$ cat src/rtl/kmer_presence_sketch_defines.svh
// Assertion macros for the k-mer presence sketch.
`ifndef KMER_PRESENCE_SKETCH_DEFINES_SVH
`define KMER_PRESENCE_SKETCH_DEFINES_SVH

`ifndef SYNTHESIS
`define KPS_ASSERT_IMPLIES(label, clk, rst, ante, cons) \
  label: assert property (@(posedge clk) disable iff (rst) (ante) |-> (cons)) \
    else $error("kps assertion failed");
`define KPS_ASSERT_NEXT(label, clk, rst, ante, cons) \
  label: assert property (@(posedge clk) disable iff (rst) (ante) |=> (cons)) \
    else $error("kps assertion failed");
`else
`define KPS_ASSERT_IMPLIES(label, clk, rst, ante, cons)
`define KPS_ASSERT_NEXT(label, clk, rst, ante, cons)
`endif

`endif

$ cat src/rtl/kps_pkg.sv
package kps_pkg;

  localparam int KMER_MAX_DEF = 10;
  localparam int KMER_MIN = 4;
  localparam logic [3:0] KMER_LEN_RESET = 4'd8;
  localparam int COUNT_W = 21;
  localparam int WORD_W = 64;
  localparam int BIT_IDX_W = 6;
  localparam int PADDR_W = 3;
  localparam int PDATA_W = 32;

  // register index taken from paddr[2]
  localparam logic REG_KMER_LEN = 1'b0;

  localparam logic [2:0] BASE_A = 3'd0;
  localparam logic [2:0] BASE_C = 3'd1;
  localparam logic [2:0] BASE_G = 3'd2;
  localparam logic [2:0] BASE_T = 3'd3;
  localparam logic [2:0] BASE_INVALID = 3'd7;

  typedef enum logic [1:0] {
    ST_CLEAR,
    ST_RUN,
    ST_DRAIN
  } kps_state_t;

  typedef struct packed {
    logic kvalid;
    logic last;
  } kps_tag_t;

  // low five bits of the letter, case-blind
  function automatic logic [2:0] base_map(input logic [4:0] ch);
    logic [2:0] code;
    case (ch)
      5'd1: code = BASE_A;
      5'd3: code = BASE_C;
      5'd7: code = BASE_G;
      5'd20, 5'd21: code = BASE_T;
      default: code = BASE_INVALID;
    endcase
    return code;
  endfunction

endpackage

$ cat src/rtl/kps_window.sv
module kps_window #(
  parameter int KMER_MAX = kps_pkg::KMER_MAX_DEF,
  localparam int W = 2 * KMER_MAX,
  localparam int RW = $clog2(KMER_MAX + 1)
) (
  input  logic             clk,
  input  logic             rst,
  input  logic             advance,
  input  logic [7:0]       base_char,
  input  logic             last_base,
  input  logic [RW-1:0]    k_eff,
  output logic [W-1:0]     code,
  output kps_pkg::kps_tag_t tag
);

  logic [W-1:0]  window;
  logic [W-1:0]  window_next;
  logic [RW-1:0] run;
  logic [RW-1:0] run_next;
  logic [2:0]    x;
  logic [RW:0]   shamt;

  assign x = kps_pkg::base_map(base_char[4:0]);
  assign shamt = {RW'(KMER_MAX) - k_eff, 1'b0};

  always_comb begin
    window_next = window;
    run_next = '0;
    tag.kvalid = 1'b0;
    tag.last = last_base;
    code = '0;
    if (x != kps_pkg::BASE_INVALID) begin
      window_next = {x[1:0], window[W-1:2]};
      run_next = (run >= k_eff) ? k_eff : run + RW'(1);
      tag.kvalid = (run_next == k_eff);
      // top K bases of the window, oldest in the low bits
      if (tag.kvalid) begin
        code = window_next >> shamt;
      end
    end
  end

  always_ff @(posedge clk) begin
    if (rst) begin
      window <= '0;
      run <= '0;
    end else if (advance) begin
      if (last_base) begin
        window <= '0;
        run <= '0;
      end else begin
        window <= window_next;
        run <= run_next;
      end
    end
  end

endmodule

$ cat config.mk
export PLATFORM = sky130hd
export DESIGN_NAME = kps_window
export DESIGN_NICKNAME = d
export VERILOG_FILES = /design/src/rtl/kmer_presence_sketch_defines.svh /design/src/rtl/kps_pkg.sv /design/src/rtl/kps_window.sv
export SDC_FILE = /design/constraint.sdc
export NUM_CORES = 1
export LEC_CHECK = 0
export BUFFER_PORTS_ARGS = -buffer_cell sky130_fd_sc_hd__buf_4
export CORE_ASPECT_RATIO = 0.7
export CORE_MARGIN = 8
export CORE_UTILIZATION = 55
export DETAILED_ROUTE_END_ITERATION = 16
export MAX_ROUTING_LAYER = met4
export PLACE_DENSITY_LB_ADDON = 0.1
export SETUP_SLACK_MARGIN = 0.02
export SYNTH_ARGS = -nofsm -noshare
export SYNTH_HDL_FRONTEND = slang
export SYNTH_SLANG_ARGS = --single-unit
$ cat constraint.sdc
create_clock -name clk -period 2.42 [get_ports clk]
set_clock_uncertainty 0.15 [all_clocks]
set_input_delay 0.242 -clock clk [delete_from_list [all_inputs] [get_ports clk]]
set_output_delay 0.242 -clock clk [all_outputs]
set_load 0.05 [all_outputs]
# Word level (Yosys, flattened, before mapping)
# Cells that the tools add are included.
# totals
register_bits,24
elab_cells,25
# op_classes
addsub,2
order_cmp,1
eq_ne,7
n_shift,1
n_mux,9
reduce_logical,3
# op_table
op,count
$mux 20,4
$shr 20x5->20,1
$mux 4,3
$pmux 3 s4,1
$eq 5x5->1 const B,2
$eq 5x1->1 const B,1
$eq 5x2->1 const B,1
$eq 5x3->1 const B,1
$add 4x1->4 const B,1
$eq 4x4->1,1
$ge 4x4->1,1
$sub 4x4->4 const A,1
$ne 3x3->1 const B,1
$reduce_and 2->1,1
$reduce_bool 2->1,1
$reduce_or 2->1,1
$mux 1,1

# Logic depth before layout (Yosys ltp)
# Gate-level depths: netlist of the first run.
# logic_depth
ltp_word,6
ltp_mapped,8

# Least setup slack after synthesis of the first run
# OpenSTA, ideal clock, no wires.
# synth_path
path_kind,register to output
startpoint,register run[0]
endpoint,output port code[7]
arrival_time_ps,3082
t_required_ps,2028
setup_slack_ps,-1054
path_stages_with_launch,8
n_path_buf,0
path_cell_list,dfxtp_1 > inv_1 > ha_1 > nand2b_1 > a2111oi_1 > a21oi_2 > o21ai_2 > a2111oi_1
# synth_via
elab_chain_cells,5
word_cells_on_any_way,6
# synth_lines
element,line_no,rtl
start: declaration,kps_window.sv:18,logic [RW-1:0] run;
start signal: assignment,kps_window.sv:53,run <= run_next;
$add 4x1->4 or $ge 4x4->1 (tied branches),kps_window.sv:34,run_next = (run >= k_eff) ? k_eff : run + RW'(1);
$mux 4 (*),kps_window.sv:34,
$eq 4x4->1 (*),kps_window.sv:35,tag.kvalid = (run_next == k_eff);
$mux 20 (*),kps_window.sv:37,if (tag.kvalid) begin
$mux 20 (*),kps_window.sv:32,if (x != kps_pkg::BASE_INVALID) begin
end: declaration,kps_window.sv:12,"output logic [W-1:0] code,"
# Mark *: on every way between the ends. The rest lies on a longest branch, timed or not.

# Worst setup path in the final report of the first run
# Ends and elaborated chain as after synthesis.

==> results of run 1 <==
==> layout by cell type, fill, tap and decap left out, types with 3 or more instances in the layout <==
cell and instances:
sky130_fd_sc_hd__buf_4 41, sky130_fd_sc_hd__buf_6 20, sky130_fd_sc_hd__a22o_1 18, sky130_fd_sc_hd__dfxtp_1 18
sky130_fd_sc_hd__nor2_1 12, sky130_fd_sc_hd__mux2i_1 12, sky130_fd_sc_hd__o21ai_0 9, sky130_fd_sc_hd__a21oi_1 9
sky130_fd_sc_hd__nand2_1 9, sky130_fd_sc_hd__nor3_4 9, sky130_fd_sc_hd__nand3_1 8, sky130_fd_sc_hd__mux4_2 7
sky130_fd_sc_hd__inv_1 6, sky130_fd_sc_hd__nand2b_1 6, sky130_fd_sc_hd__nor2b_1 5, sky130_fd_sc_hd__nor3_1 4
sky130_fd_sc_hd__a211oi_1 4, sky130_fd_sc_hd__xor2_1 3, sky130_fd_sc_hd__a21oi_2 3, sky130_fd_sc_hd__xnor2_1 3
sky130_fd_sc_hd__xnor2_2 3, sky130_fd_sc_hd__nor4_4 3, sky130_fd_sc_hd__a31oi_2 3, sky130_fd_sc_hd__ha_4 3
sky130_fd_sc_hd__clkbuf_8 3, sky130_fd_sc_hd__dfxtp_2 3
==> logic make-up (layout without fill, tap and decap cells) <==
logic type               count (synthesis)  in the layout  synth area share, %
adder cells (fa/ha/maj)                  6              6                 3.92
buffers and inverters                   24             77                 7.38
XOR/XNOR                                11             11                 5.42
multiplexers                            20             20                 15.1
AO/OA/AOI/OAI                           61             61                 23.8
flip-flops                              22             22                 23.0
AND/OR/NAND/NOR                         72             72                 21.4
==> per-stage QoR <==
stage,worst slack [ns],instances
2_1_floorplan,-0.207,216
3_5_place_dp,-0.148,311
6_report,-0.198,319
3_3_place_gp,-0.111,311
4_1_cts,-0.174,317
5_1_grt,-0.282,319
==> cell type report <==
cell class | count | area share [%]
Multi-Input combinational cell | 170 | 57.2
Timing Repair Buffer | 66 | 21.7
Sequential cell | 22 | 15.4
Tap cell | 50 | 2.16
Clock buffer | 3 | 1.42
Clock inverter | 1 | 1.03
Inverter | 7 | 0.991
==> per-layer routing <==
metal	track usage (%)	vias up
met5	-	-
met4	8.12	0
met3	2.86	13
met2	38.9	73
met1	28.2	969
li1	-	924
==> state kept, by name (all words and copies together) (netlist names) <==
register / cells
run: 4
window: 18
==> worst max-delay path by stage <==
| stage | slack [ns] | start | end | cells after the start |
|---|---|---|---|---|
| floorplan | -0.21 | run[0] | code[2] | 8 |
| global placement | -0.11 | k_eff[0] | code[6] | 9 |
| detailed placement | -0.15 | k_eff[0] | code[7] | 8 |
| CTS | -0.17 | run[0] | code[7] | 9 |
| global route | -0.28 | run[0] | code[7] | 9 |
| finish | -0.20 | run[0] | code[7] | 9 |
==> critical path, delay by kind of cell, from the launching register on <==
kind,cells,cell delay (ns)
buffers and inverters,3,0.49
flip-flops,1,0.37
AO/OA/AOI/OAI,2,0.34
XOR/XNOR,2,0.29
AND/OR/NAND/NOR,1,0.28
adder cells (fa/ha/maj),1,0.18
==> power groups by stage <==
| stage | Clock (mW) | Combinational [mW] | Sequential, mW |
|---|---|---|---|
| floorplan | 0 | 0.189 | 0.372 |
| global placement | 0 | 0.275 | 0.372 |
| detailed placement | 0 | 0.282 | 0.372 |
| CTS | 0.353 | 0.303 | 0.362 |
| global route | 0.370 | 0.337 | 0.363 |
| finish | 0.356 | 0.317 | 0.363 |
==> timing repair <==
| action | in CTS | in global routing |
|---|---|---|
| gates cloned | 1 | 0 |
| gates resized for setup | 40 | 14 |
| buffers inserted | 1 | 3 |
| endpoints found under the setup margin | 21 | 21 |
| pin swaps | 8 | 9 |
==> out/summary.md, run 1 <==
In the synthesized netlist the async set-or-reset flop fraction comes to 0%. In the post-synthesis netlist, the biggest area contributors are sky130_fd_sc_hd__dfxtp_1 (23%), sky130_fd_sc_hd__a22o_1 (8.2%), sky130_fd_sc_hd__mux4_2 (8.2%), sky130_fd_sc_hd__mux2i_1 (6.3%), sky130_fd_sc_hd__ha_1 (3.9%). Yosys mapped a number of flops with a built-in enable equal to 0. Measured along the y axis, the die boundary spans 65.4 um. The run gives 1 as the H-tree depth. The tools report the cell chosen for the clock root as sky130_fd_sc_hd__clkbuf_8.

Master of the slowest instance on the critical path: sky130_fd_sc_hd__dfxtp_4. The worst hold path terminates at window[19]. The max-slew violation count was 0; the worst path setup slack after routing was -0.198 ns. The number of distinct library cell variants in the gate-level netlist after synthesis is 47.

TritonCTS built the clock tree. For the number of setup violations in the final report, the log shows 19. Counting along the longest clock path gives a buffer depth of 2.

The placed instances occupy a cell area of 2520 sq um. The routed wire length per instance is 19.6 um. After detailed routing, the met3 layer carries 304 um of wire. Dividing the final minimum period by the clock period gives 108%. Of the cells placed in the final design, the portion with a size suffix greater than 1 is 46.5%. For this run, the top clock speed supported by timing is 382 MHz. The hold buffer count at CTS is 0, and the summed negative setup slack over all endpoints is -2.33 ns. Cell repeated most along the worst path: sky130_fd_sc_hd__buf_6. The run gives 216 as the synthesized netlist cell count. The worst reg2reg path startpoint was run[0]. The warning count from the yosys run is 0. In this run the biggest area consumer among cell types represents 23.0% of the synthesized area. The worst setup path is of the register to output pin kind.

The finished cells cover 2900 sq um. The largest total area in the synthesized netlist belongs to sky130_fd_sc_hd__dfxtp_1. The effective utilization at floorplan is 56.0%.

The logs give 34.4% for the portion of total power attributed to the clock network and 0 for the total of max-cap violations. Entering global routing, the biggest net connects 31 pins. When the netlist entered floorplanning its net count stood at 238. The die is 86.5 um wide.

Power consumption: 1.04 mW. Counting instances in the post-synthesis netlist gives the leading cell types as sky130_fd_sc_hd__dfxtp_1 (22), sky130_fd_sc_hd__a22o_1 (18), sky130_fd_sc_hd__nor2_1 (14), sky130_fd_sc_hd__nor3_1 (14), sky130_fd_sc_hd__mux2i_1 (12). The number of primary I/O pins came out at 38.

The leakage component of the power came out at 1.16 nW. The number of cell instances on the worst register-to-register path was 8. The residual DRC count is 0. At the end of the flow, the number of nets in the layout was 292. The internal power of the cells totals 0.710 mW. The flow ran to the end, but the final reports show violations. At the end of routability-driven placement, the weighted congestion stood at 0.895. Sequential cells burn 35.0% of the power. For this run, the register share of the synthesized area comes to 23.0%. The placed wire-length estimate after detailed placement is 4160 um. For the first-pass GRT wire length, the log shows 10200 um.

Compared with the post-synthesis result, the final layout area differs by 51.5%. The detailed-route wire length on metal 1 came out at 2750 um. The number of antenna violations at the first check in global routing was 0; the combined flip-flop and latch cell area was 448 sq um.

The biggest cell delay along the critical path was 0.37 ns; the switching part of the total power was 31.4%. In this run the critical register-to-register path is captured at run[2]. For this run the aggregate overflow at the end of global routing stands at 0. The logs give 6260 um for the final wirelength and 134 for the violation count after the first detailed-route iteration. After clock tree synthesis, the clock-pin slew on the worst setup and hold paths is 0.09 ns. The number of antenna diodes was 0.

Clock tree synthesis found a total of 22 sinks. The tools report the reg-to-reg setup timing slack as 0.44 ns. Setup repair after global routing could not meet its margin everywhere. The remaining antenna violation count after routing is 0. For the pin with the worst max-slew slack, the measured transition is 0.622 ns. For this run, the leading register cell type out of synthesis is sky130_fd_sc_hd__dfxtp_1. The number of instances on the worst hold path is 2. The number of failing hold endpoints at the final stage is 0, and the core outline area is 3420 sq um. Traced cell by cell, the critical path runs through ha_4 -> xnor2_4 -> xnor2_2 -> nor4_4 -> o21ai_4 -> buf_6 -> buf_12 -> a2111oi_4 -> buf_6.

The worst-case headroom to the max-slew limit is 58.2%. For the worst setup path, the data required time is 2.03 ns. For the worst setup path, the data arrival time is 2.23 ns. For the clock latency of the later-clocked register in the worst-skew pair, the log shows 0.27 ns. The run gives 0.325 mW as the switching power of the nets. Wire segments on met2 add up to 3070 um in the final route. Fill cells in the final layout number 199. The multi-input combinational cells in the finished layout cover a total of 1660 sq um. The tools report the sort of element at the start of the critical path as a register. The utilization after layout is 84.8%. The tightest hold path in the finished design has a slack of 0.145 ns.

STA classifies the critical path endpoint as an output pin. Global routing consumed, over all layers together, 23.2% of the routing resources. Input and output buffers added on the ports amount to 34. Shortest period the worst path allows: 2.62 ns.

The checks that failed: negative setup slack. Combinational share of power: 30.6%. Via count of the first global-routing pass: 1961. The number of vias after detailed routing came out at 1979. The biggest fanout along the worst timing path works out to 7. For the row count, the log shows 18.

In this run the cell area of the synthesized design comes to 1920 sq um. The register bit total from synthesis works out to 22. The dominant cell by count in the synthesized netlist was sky130_fd_sc_hd__dfxtp_1. Die footprint: 5660 sq um.

Dividing total power by cell area gives a power density of 357 nW/um^2. After detailed routing, the number of vias per cell comes to 6.20. Mean instance size in the synthesized netlist: 8.87 sq um. The pre-antenna-repair detailed-routing pass consisted of 5 iterations.

The number of clock buffers inserted by TritonCTS is 3. The class of the most critical hold timing path was input port to register. In this run the most critical hold path is launched from rst. The highest signal layer in the routed design is met4.

The worst-case IR drop observed on VDD is 419 uV.
No activity file was read; power rests on OpenSTA's default activity.
==> run 2: changes to the inputs <==
--- a/config.mk
+++ b/config.mk
@@ -8,7 +8,7 @@
 export BUFFER_PORTS_ARGS = -buffer_cell sky130_fd_sc_hd__buf_4
 export CORE_ASPECT_RATIO = 0.7
 export CORE_MARGIN = 8
-export CORE_UTILIZATION = 55
+export CORE_UTILIZATION = 50
 export DETAILED_ROUTE_END_ITERATION = 16
 export MAX_ROUTING_LAYER = met4
 export PLACE_DENSITY_LB_ADDON = 0.1
==> run 2 against run 1 <==
Against the previous run: the run still ends with negative setup slack left; clock power grew 2%; via count is 0.71% lower; combinational power rose by 2%; utilization down 4.7 points; sequential power about the same; cell area shrank 0.52%; power is 1.4% higher; critical path type unchanged; critical endpoint unchanged.
==> out/summary.md, run 2 (synthesis results as in run 1) <==
The flow ran to the end, but the final reports show violations. The final reports fail on negative setup slack. The root buffer cell chosen for the clock tree is sky130_fd_sc_hd__clkbuf_8.

The buffer depth of the longest clock path is 2 (unchanged). The library cell used most frequently in the layout, excluding fill and tap cells, is sky130_fd_sc_hd__buf_4. The via count of the first global-routing pass is 2016 (+2.8%). The arrival time of data at the critical path endpoint is 2.22 ns (about the same), and the clock latency of the later-clocked register in the worst-skew pair is 0.28 ns (about the same). The total of max-cap violations came out at 0 (unchanged). Highest attainable clock frequency: 383 MHz (+0.26%). The shortest period the worst path allows was 2.61 ns (-0.00670 ns). The biggest cell delay along the critical path was 0.39 ns (+0.02 ns); the effective utilization at floorplan was 53.2% (-2.8 points). The width of the die was 90.0 um (+4.0%). The start-to-end type of the worst setup path is register to output pin. The number of clock buffers inserted by TritonCTS came out at 3 (unchanged). The areal power density over the cells was 363 nW/um^2 (+1.9%). The tools report the sort of element at the start of the critical path as a register. The endpoint kind of the worst setup timing path was an output pin.

The worst path setup slack after routing came out at -0.191 ns (+0.00670 ns). The number of cell instances on the worst register-to-register path came out at 9 (+1). The run gives 0 (unchanged) as the total global routing overflow. Setup repair after global routing could not meet its margin everywhere.

For the routability congestion estimate, the log shows 0.900 (+0.50%). Number of vias after detailed routing: 1965 (-0.71%). The run gives 0 (unchanged) as the hold buffer count at CTS. The tools report the first-pass detailed-route iteration total as 4 (-1). Placed wire-length estimate after detailed placement: 4090 um (-1.7%).

The row count was 18 (unchanged); the largest net degree at the start of global routing was 31 (unchanged). The tools report the portion of total power attributed to the clock network as 34.7% (+0.3 points). The sequential fraction of design power was 34.6% (-0.4 points). For this design, the slowest cell found on the critical path is sky130_fd_sc_hd__dfxtp_4. Worst reg2reg path startpoint: run[0]. The largest delay contributor family on the critical path was compound AO/OA/AOI/OAI gates. The switching power of the nets is 0.332 mW (+2.1%).

The total of fill cells in the finished design was 208 (+4.5%); the count of input and output buffers was 34 (unchanged). The tools report the utilization after layout as 80.1% (-4.7 points). Relative to the synthesized area, the layout overhead comes to 50.8%. Number of nets at the end of the flow: 292 (unchanged).

The number of instances on the worst hold path is 2 (unchanged), and the residual DRC count is 0 (unchanged). The library cells used most frequently in the layout, excluding fill and tap cells, are sky130_fd_sc_hd__buf_4 (40), sky130_fd_sc_hd__buf_6 (20), sky130_fd_sc_hd__a22o_1 (18), sky130_fd_sc_hd__dfxtp_1 (18), sky130_fd_sc_hd__nor2_1 (14). End point of the worst hold path: window[19].

The number of failing hold endpoints at the final stage came out at 0 (unchanged). The max-slew violation count came out at 0 (unchanged). The global router's overall resource usage was 21.4% (-1.8 points); the number of flip-flops under the largest register name was 18 (unchanged). The biggest fanout along the worst timing path came out at 6 (-1). The register with the highest flop count is window.

For the final wirelength, the log shows 6110 um (-2.4%). The run gives 10200 um (-0.20%) as the first-pass GRT wire length. For the leakage component of the power, the log shows 1.15 nW (-0.54%). Required time of the critical path: 2.03 ns (about the same). The largest vdd supply drop came out at 461 uV (+10%). The buffering stage count on the worst path with inverters included was 4 (+1). The number of primary I/O pins was 38 (unchanged). The H-tree depth is 1 (unchanged), and the routed wire length per instance is 19.1 um (-2.4%). The run gives 0 (unchanged) as the remaining antenna violation count after routing. The average vias per placed instance is 6.16 (-0.71%).

The tools report the number of antenna diodes as 0 (unchanged). The core outline area is 3600 sq um (+5.3%), and the number of antenna violations at the first check in global routing is 0 (unchanged). The summed negative setup slack over all endpoints is -3.16 ns (-0.828 ns).

Number of clock sinks seen by CTS: 22 (unchanged). The period utilization is 108% (-0.28 points), and the combinational share of power is 30.7% (about the same). The critical register-to-register path endpoint was run[2].

The largest registers in the layout are window (18), run (4). The internal power of the cells is 0.718 mW (+1.0%), and the number of setup violations in the final report is 21 (+2). The reg-to-reg setup timing slack was 0.28 ns (-0.16 ns). The run gives 6100 sq um (+7.8%) as the die footprint. Vertical die dimension: 67.8 um (+3.7%). TritonCTS built the clock tree. The switching part of the total power was 31.6% (+0.24 points). The source of the worst hold timing path was rst.

The tools report the worst-case headroom to the max-slew limit as 66.1% (+7.9 points). The clock-pin slew on the worst setup and hold paths works out to 0.09 ns (about the same). Actual transition at the worst max-transition pin: 0.508 ns (-0.115 ns). Walking the worst path, the cells encountered are inv_4 -> ha_4 -> nand2b_4 -> a2111oi_4 -> a21oi_2 -> o21ai_4 -> buf_12 -> buf_12 -> a2111oi_4 -> buf_6. The violation count after the first detailed-route iteration was 242 (+81%).

The share of layout cells above drive strength 1 works out to 45.7% (-0.74 points). Class of the most critical hold timing path: input port to register.
-- run 2: cell counts in the layout (fill, tap and decap cells not counted) --
No cell type changed its count.
-- run 2: cell type report --
| type | instances | area [sq um] | share of cell area, % |
|---|---|---|---|
| clock buffers | 3 | 41.3 | 1.43 |
| well taps | 50 | 62.6 | 2.17 |
| multi-input cells | 170 | 1630 | 56.3 |
| inverters | 7 | 31.3 | 1.08 |
| repair buffers | 66 | 648 | 22.4 |
| clock inverters | 1 | 30.0 | 1.04 |
| flip-flops and latches | 22 | 448 | 15.5 |
-- run 2: how the worst max path moves through the flow --
stage	from	depth (start not counted)	to
finish	run[0]	10	code[7]
floorplan	run[0]	8	code[2]
global route	run[0]	10	code[7]
detailed placement	k_eff[0]	9	code[3]
CTS	run[0]	8	code[7]
global placement	k_eff[0]	9	code[3]
-- run 2: timing repair --
action	CTS	global route
resized for setup	37	9
buffers inserted	3	1
setup endpoints to repair	21	21
pin swaps	5	6
cloned	1	0
-- run 2: power by group through the flow --
stage	logic, mW	clock network (mW)	registers [mW]
floorplan	0.189	0	0.372
global placement	0.283	0	0.372
detailed placement	0.290	0	0.372
CTS	0.311	0.368	0.363
global route	0.342	0.389	0.363
finish	0.322	0.364	0.363
-- run 2: routing by layer --
| layer | global-route usage [%] | share of wire, % | up-vias |
|---|---|---|---|
| met5 | - | 0 | - |
| met4 | 9.28 | 1.0 | 0 |
| met3 | 4.87 | 6.9 | 6 |
| met2 | 37.5 | 49 | 74 |
| met1 | 23.5 | 43 | 969 |
| li1 | - | - | 916 |
-- run 2: through the flow --
stage                     cell area (sq um)  power [mW]  setup WS [ns]  hold WS [ns]  std cells
final                                  2890        1.05         -0.191         0.127        319
after global routing                   2890        1.09         -0.297         0.126        319
after CTS                              2870        1.04         -0.152         0.128        319
after detailed placement               2550       0.662        -0.0612         0.311        311
after global placement                 2550       0.654        -0.0200         0.303        311
after floorplan                        2080       0.561         -0.207         0.271        216
==> run 3: changes to the inputs <==
--- a/config.mk
+++ b/config.mk
@@ -12,6 +12,7 @@
 export DETAILED_ROUTE_END_ITERATION = 16
 export MAX_ROUTING_LAYER = met4
 export PLACE_DENSITY_LB_ADDON = 0.1
+export REMOVE_ABC_BUFFERS = 1
 export SETUP_SLACK_MARGIN = 0.02
 export SYNTH_ARGS = -nofsm -noshare
 export SYNTH_HDL_FRONTEND = slang
==> run 3 against run 2 <==
Against the previous run: the flow still finishes with violations (negative setup slack); non-clock buffer count decreased by 5; clock power decreased by 24%; hold slack improved by 0.010 ns; clock-buffer cell count increased by 1; sequential power about the same; via count decreased by 0.36%; power decreased by 10%; utilization decreased by 2.6 points; fmax increased by 0.30%; critical path type unchanged; critical endpoint is now code[6]; largest cell class unchanged; largest power group is now sequential cells.
==> out/summary.md, run 3 (synthesis results as in run 1) <==
The buffering stage count on the worst path with inverters included was 3 (-1). The tools report the H-tree depth as 1 (unchanged). The global-route met1 utilization was 23.8% (+0.28 points). The critical path is of the register to output pin type. For the residual DRC count, the log shows 0 (unchanged). The tools report the routability congestion estimate as 0.897 (-0.30%).

For this design, the slowest cell found on the critical path is sky130_fd_sc_hd__dfxtp_4. The leakage component of the power is 1.10 nW (-4.6%). The post-route non-filler standard cell count is 314 (-1.6%), and the clock-pin slew on the worst setup and hold paths is 0.09 ns (about the same). The number of clock buffers inserted by TritonCTS is 3 (unchanged), and the number of flip-flops under the largest register name is 18 (unchanged). The tools report the met3 capacity usage during global routing as 5.32% (+0.44 points). The via count of the first global-routing pass was 2019 (+0.15%); the max-slew violation count was 0 (unchanged). For the area of the multi-input gates, the log shows 1610 sq um (-0.85%).

Core outline area: 3600 sq um (unchanged). The routed wire length per instance was 19.5 um (+1.8%); the worst-case headroom to the max-slew limit was 54.5% (-12 points). The run gives 447 sq um (-0.28%) as the combined flip-flop and latch cell area. The actual transition at the worst max-transition pin is 0.676 ns (+0.168 ns), and the row count is 18 (unchanged). The sort of element at the start of the critical path was a register. The biggest cell delay along the critical path came out at 0.37 ns (-0.02 ns).

The number of failing hold endpoints at the final stage came out at 0 (unchanged). The tools report the cell chosen for the clock root as sky130_fd_sc_hd__clkbuf_8. The endpoint kind of the worst setup timing path was an output pin. The run gives 53.2% (unchanged) as the effective utilization at floorplan. The largest registers in the layout are window (18), run (4). Highest attainable clock frequency: 384 MHz (+0.30%). The average vias per placed instance works out to 6.24 (+1.2%). The checks that failed: negative setup slack.

Setup repair after global routing could not meet its margin everywhere. The clock latency of the later-clocked register in the worst-skew pair came out at 0.27 ns (about the same). For the number of primary I/O pins, the log shows 38 (unchanged). The library cell used most frequently in the layout, excluding fill and tap cells, is sky130_fd_sc_hd__buf_4.

The run gives 0 (unchanged) as the number of antenna diodes. The class of the most critical hold timing path was input port to register. The buffer depth of the longest clock path was 2 (unchanged); the number of nets at the end of the flow was 287 (-1.7%). The shortest period the worst path allows is 2.60 ns (-0.00792 ns).

The layer flagged by global routing as most heavily used is met2. The areal power density over the cells was 337 nW/um^2 (-7.2%). TritonCTS built the clock tree. The number of vias after detailed routing was 1958 (-0.36%); the summed negative setup slack over all endpoints was -3.36 ns (-0.203 ns).

The met2 track utilization from global routing was 34.1% (-3.4 points). The total of max-cap violations is 0 (unchanged). The number of setup violations in the final report was 21 (unchanged); the number of clock sinks seen by CTS was 22 (unchanged). The run gives 2.03 ns (about the same) as the required time of the critical path.

The flow ran to the end, but the final reports show violations. The violation count after the first detailed-route iteration was 156 (-36%). The vertical die dimension was 67.8 um (unchanged); the global router's overall resource usage was 20.9% (-0.54 points). The tools report the first-pass GRT wire length as 10100 um (-1.1%). The arrival time of data at the critical path endpoint was 2.21 ns (about the same); the width of the die was 90.0 um (unchanged).

The count of input and output buffers was 34 (unchanged). The share of layout cells above drive strength 1 was 43.6% (-2.2 points). The area growth from synthesis to layout is 45.9%.

The biggest fanout along the worst timing path is 5 (-1), and the worst path setup slack after routing is -0.183 ns (+0.00792 ns). Traced cell by cell, the critical path runs through inv_4 -> ha_4 -> nand2b_4 -> a2111oi_4 -> a21oi_2 -> o21ai_4 -> clkbuf_16 -> nor3_2 -> buf_6. The largest net degree at the start of global routing came out at 31 (unchanged). The top cell types in the final layout, fill and taps aside, are sky130_fd_sc_hd__buf_4 (36), sky130_fd_sc_hd__buf_6 (19), sky130_fd_sc_hd__dfxtp_1 (19), sky130_fd_sc_hd__a22o_1 (18), sky130_fd_sc_hd__nor2_1 (13). The run gives 4 (unchanged) as the first-pass detailed-route iteration total.

The cell family contributing the most delay on the critical path is compound AO/OA/AOI/OAI gates. The logs give 6120 um (+0.23%) for the final wirelength and 0 (unchanged) for the remaining antenna violation count after routing. The tools report the number of instances in the placed design as 304 (-2.3%).

Total of fill cells in the finished design: 233 (+12%). The period utilization is 108% (-0.33 points). The run gives 3940 um (-3.6%) as the placed wire-length estimate after detailed placement. The number of antenna violations at the first check in global routing was 0 (unchanged). The power consumption came out at 0.943 mW (-10%). The die footprint was 6100 sq um (unchanged); the total global routing overflow was 0 (unchanged). The register with the highest flop count was window.

The run gives 306 uV (-34%) as the largest vdd supply drop.
## run 3: final cells by class
class                           count  area share (%)
Multi-Input combinational cell    170            57.7
Tap cell                           50            2.24
Clock buffer                        4            1.97
Inverter                            7            1.03
Sequential cell                    22            16.0
Timing Repair Buffer               61            21.1
## run 3: final timing paths
kind,to,from,cells past startpoint,slack (ns)
max,code[6],run[0],9,-0.18
min,window[19],rst,2,0.14
max reg2reg,run[2],run[0],9,0.33
min reg2reg,window[2],window[2],1,0.34
## run 3: routing by layer
layer / routed length, um / part of all wire (%)
met1: 2630 / 43
met2: 2910 / 48
met3: 355 / 5.8
met4: 221 / 3.6
met5: 0 / 0
## run 3: timing repair
item                                    4_1_cts  5_1_grt
setup buffers                                 4        2
hold buffers                                  0        0
pin swaps                                     6        8
gates cloned                                  2        1
gates resized for setup                      54       25
endpoints found under the setup margin       21       21
## run 3: stage by stage
stage	setup WS, ns	utilization (%)	hold WS [ns]	area, sq um
2_1_floorplan	-1.24	-	0.271	1800
3_3_place_gp	0.0132	63.9	0.306	2300
3_5_place_dp	-0.0209	63.9	0.319	2300
4_1_cts	-0.164	75.3	0.136	2720
5_1_grt	-0.281	77.6	0.131	2800
6_report	-0.183	77.6	0.138	2800
## run 3: power by group
part           internal [mW]  total [mW]  switching [mW]
sequential             0.361       0.363         0.00113
clock                  0.145       0.277           0.132
combinational          0.118       0.303           0.185
total                  0.625       0.943           0.318
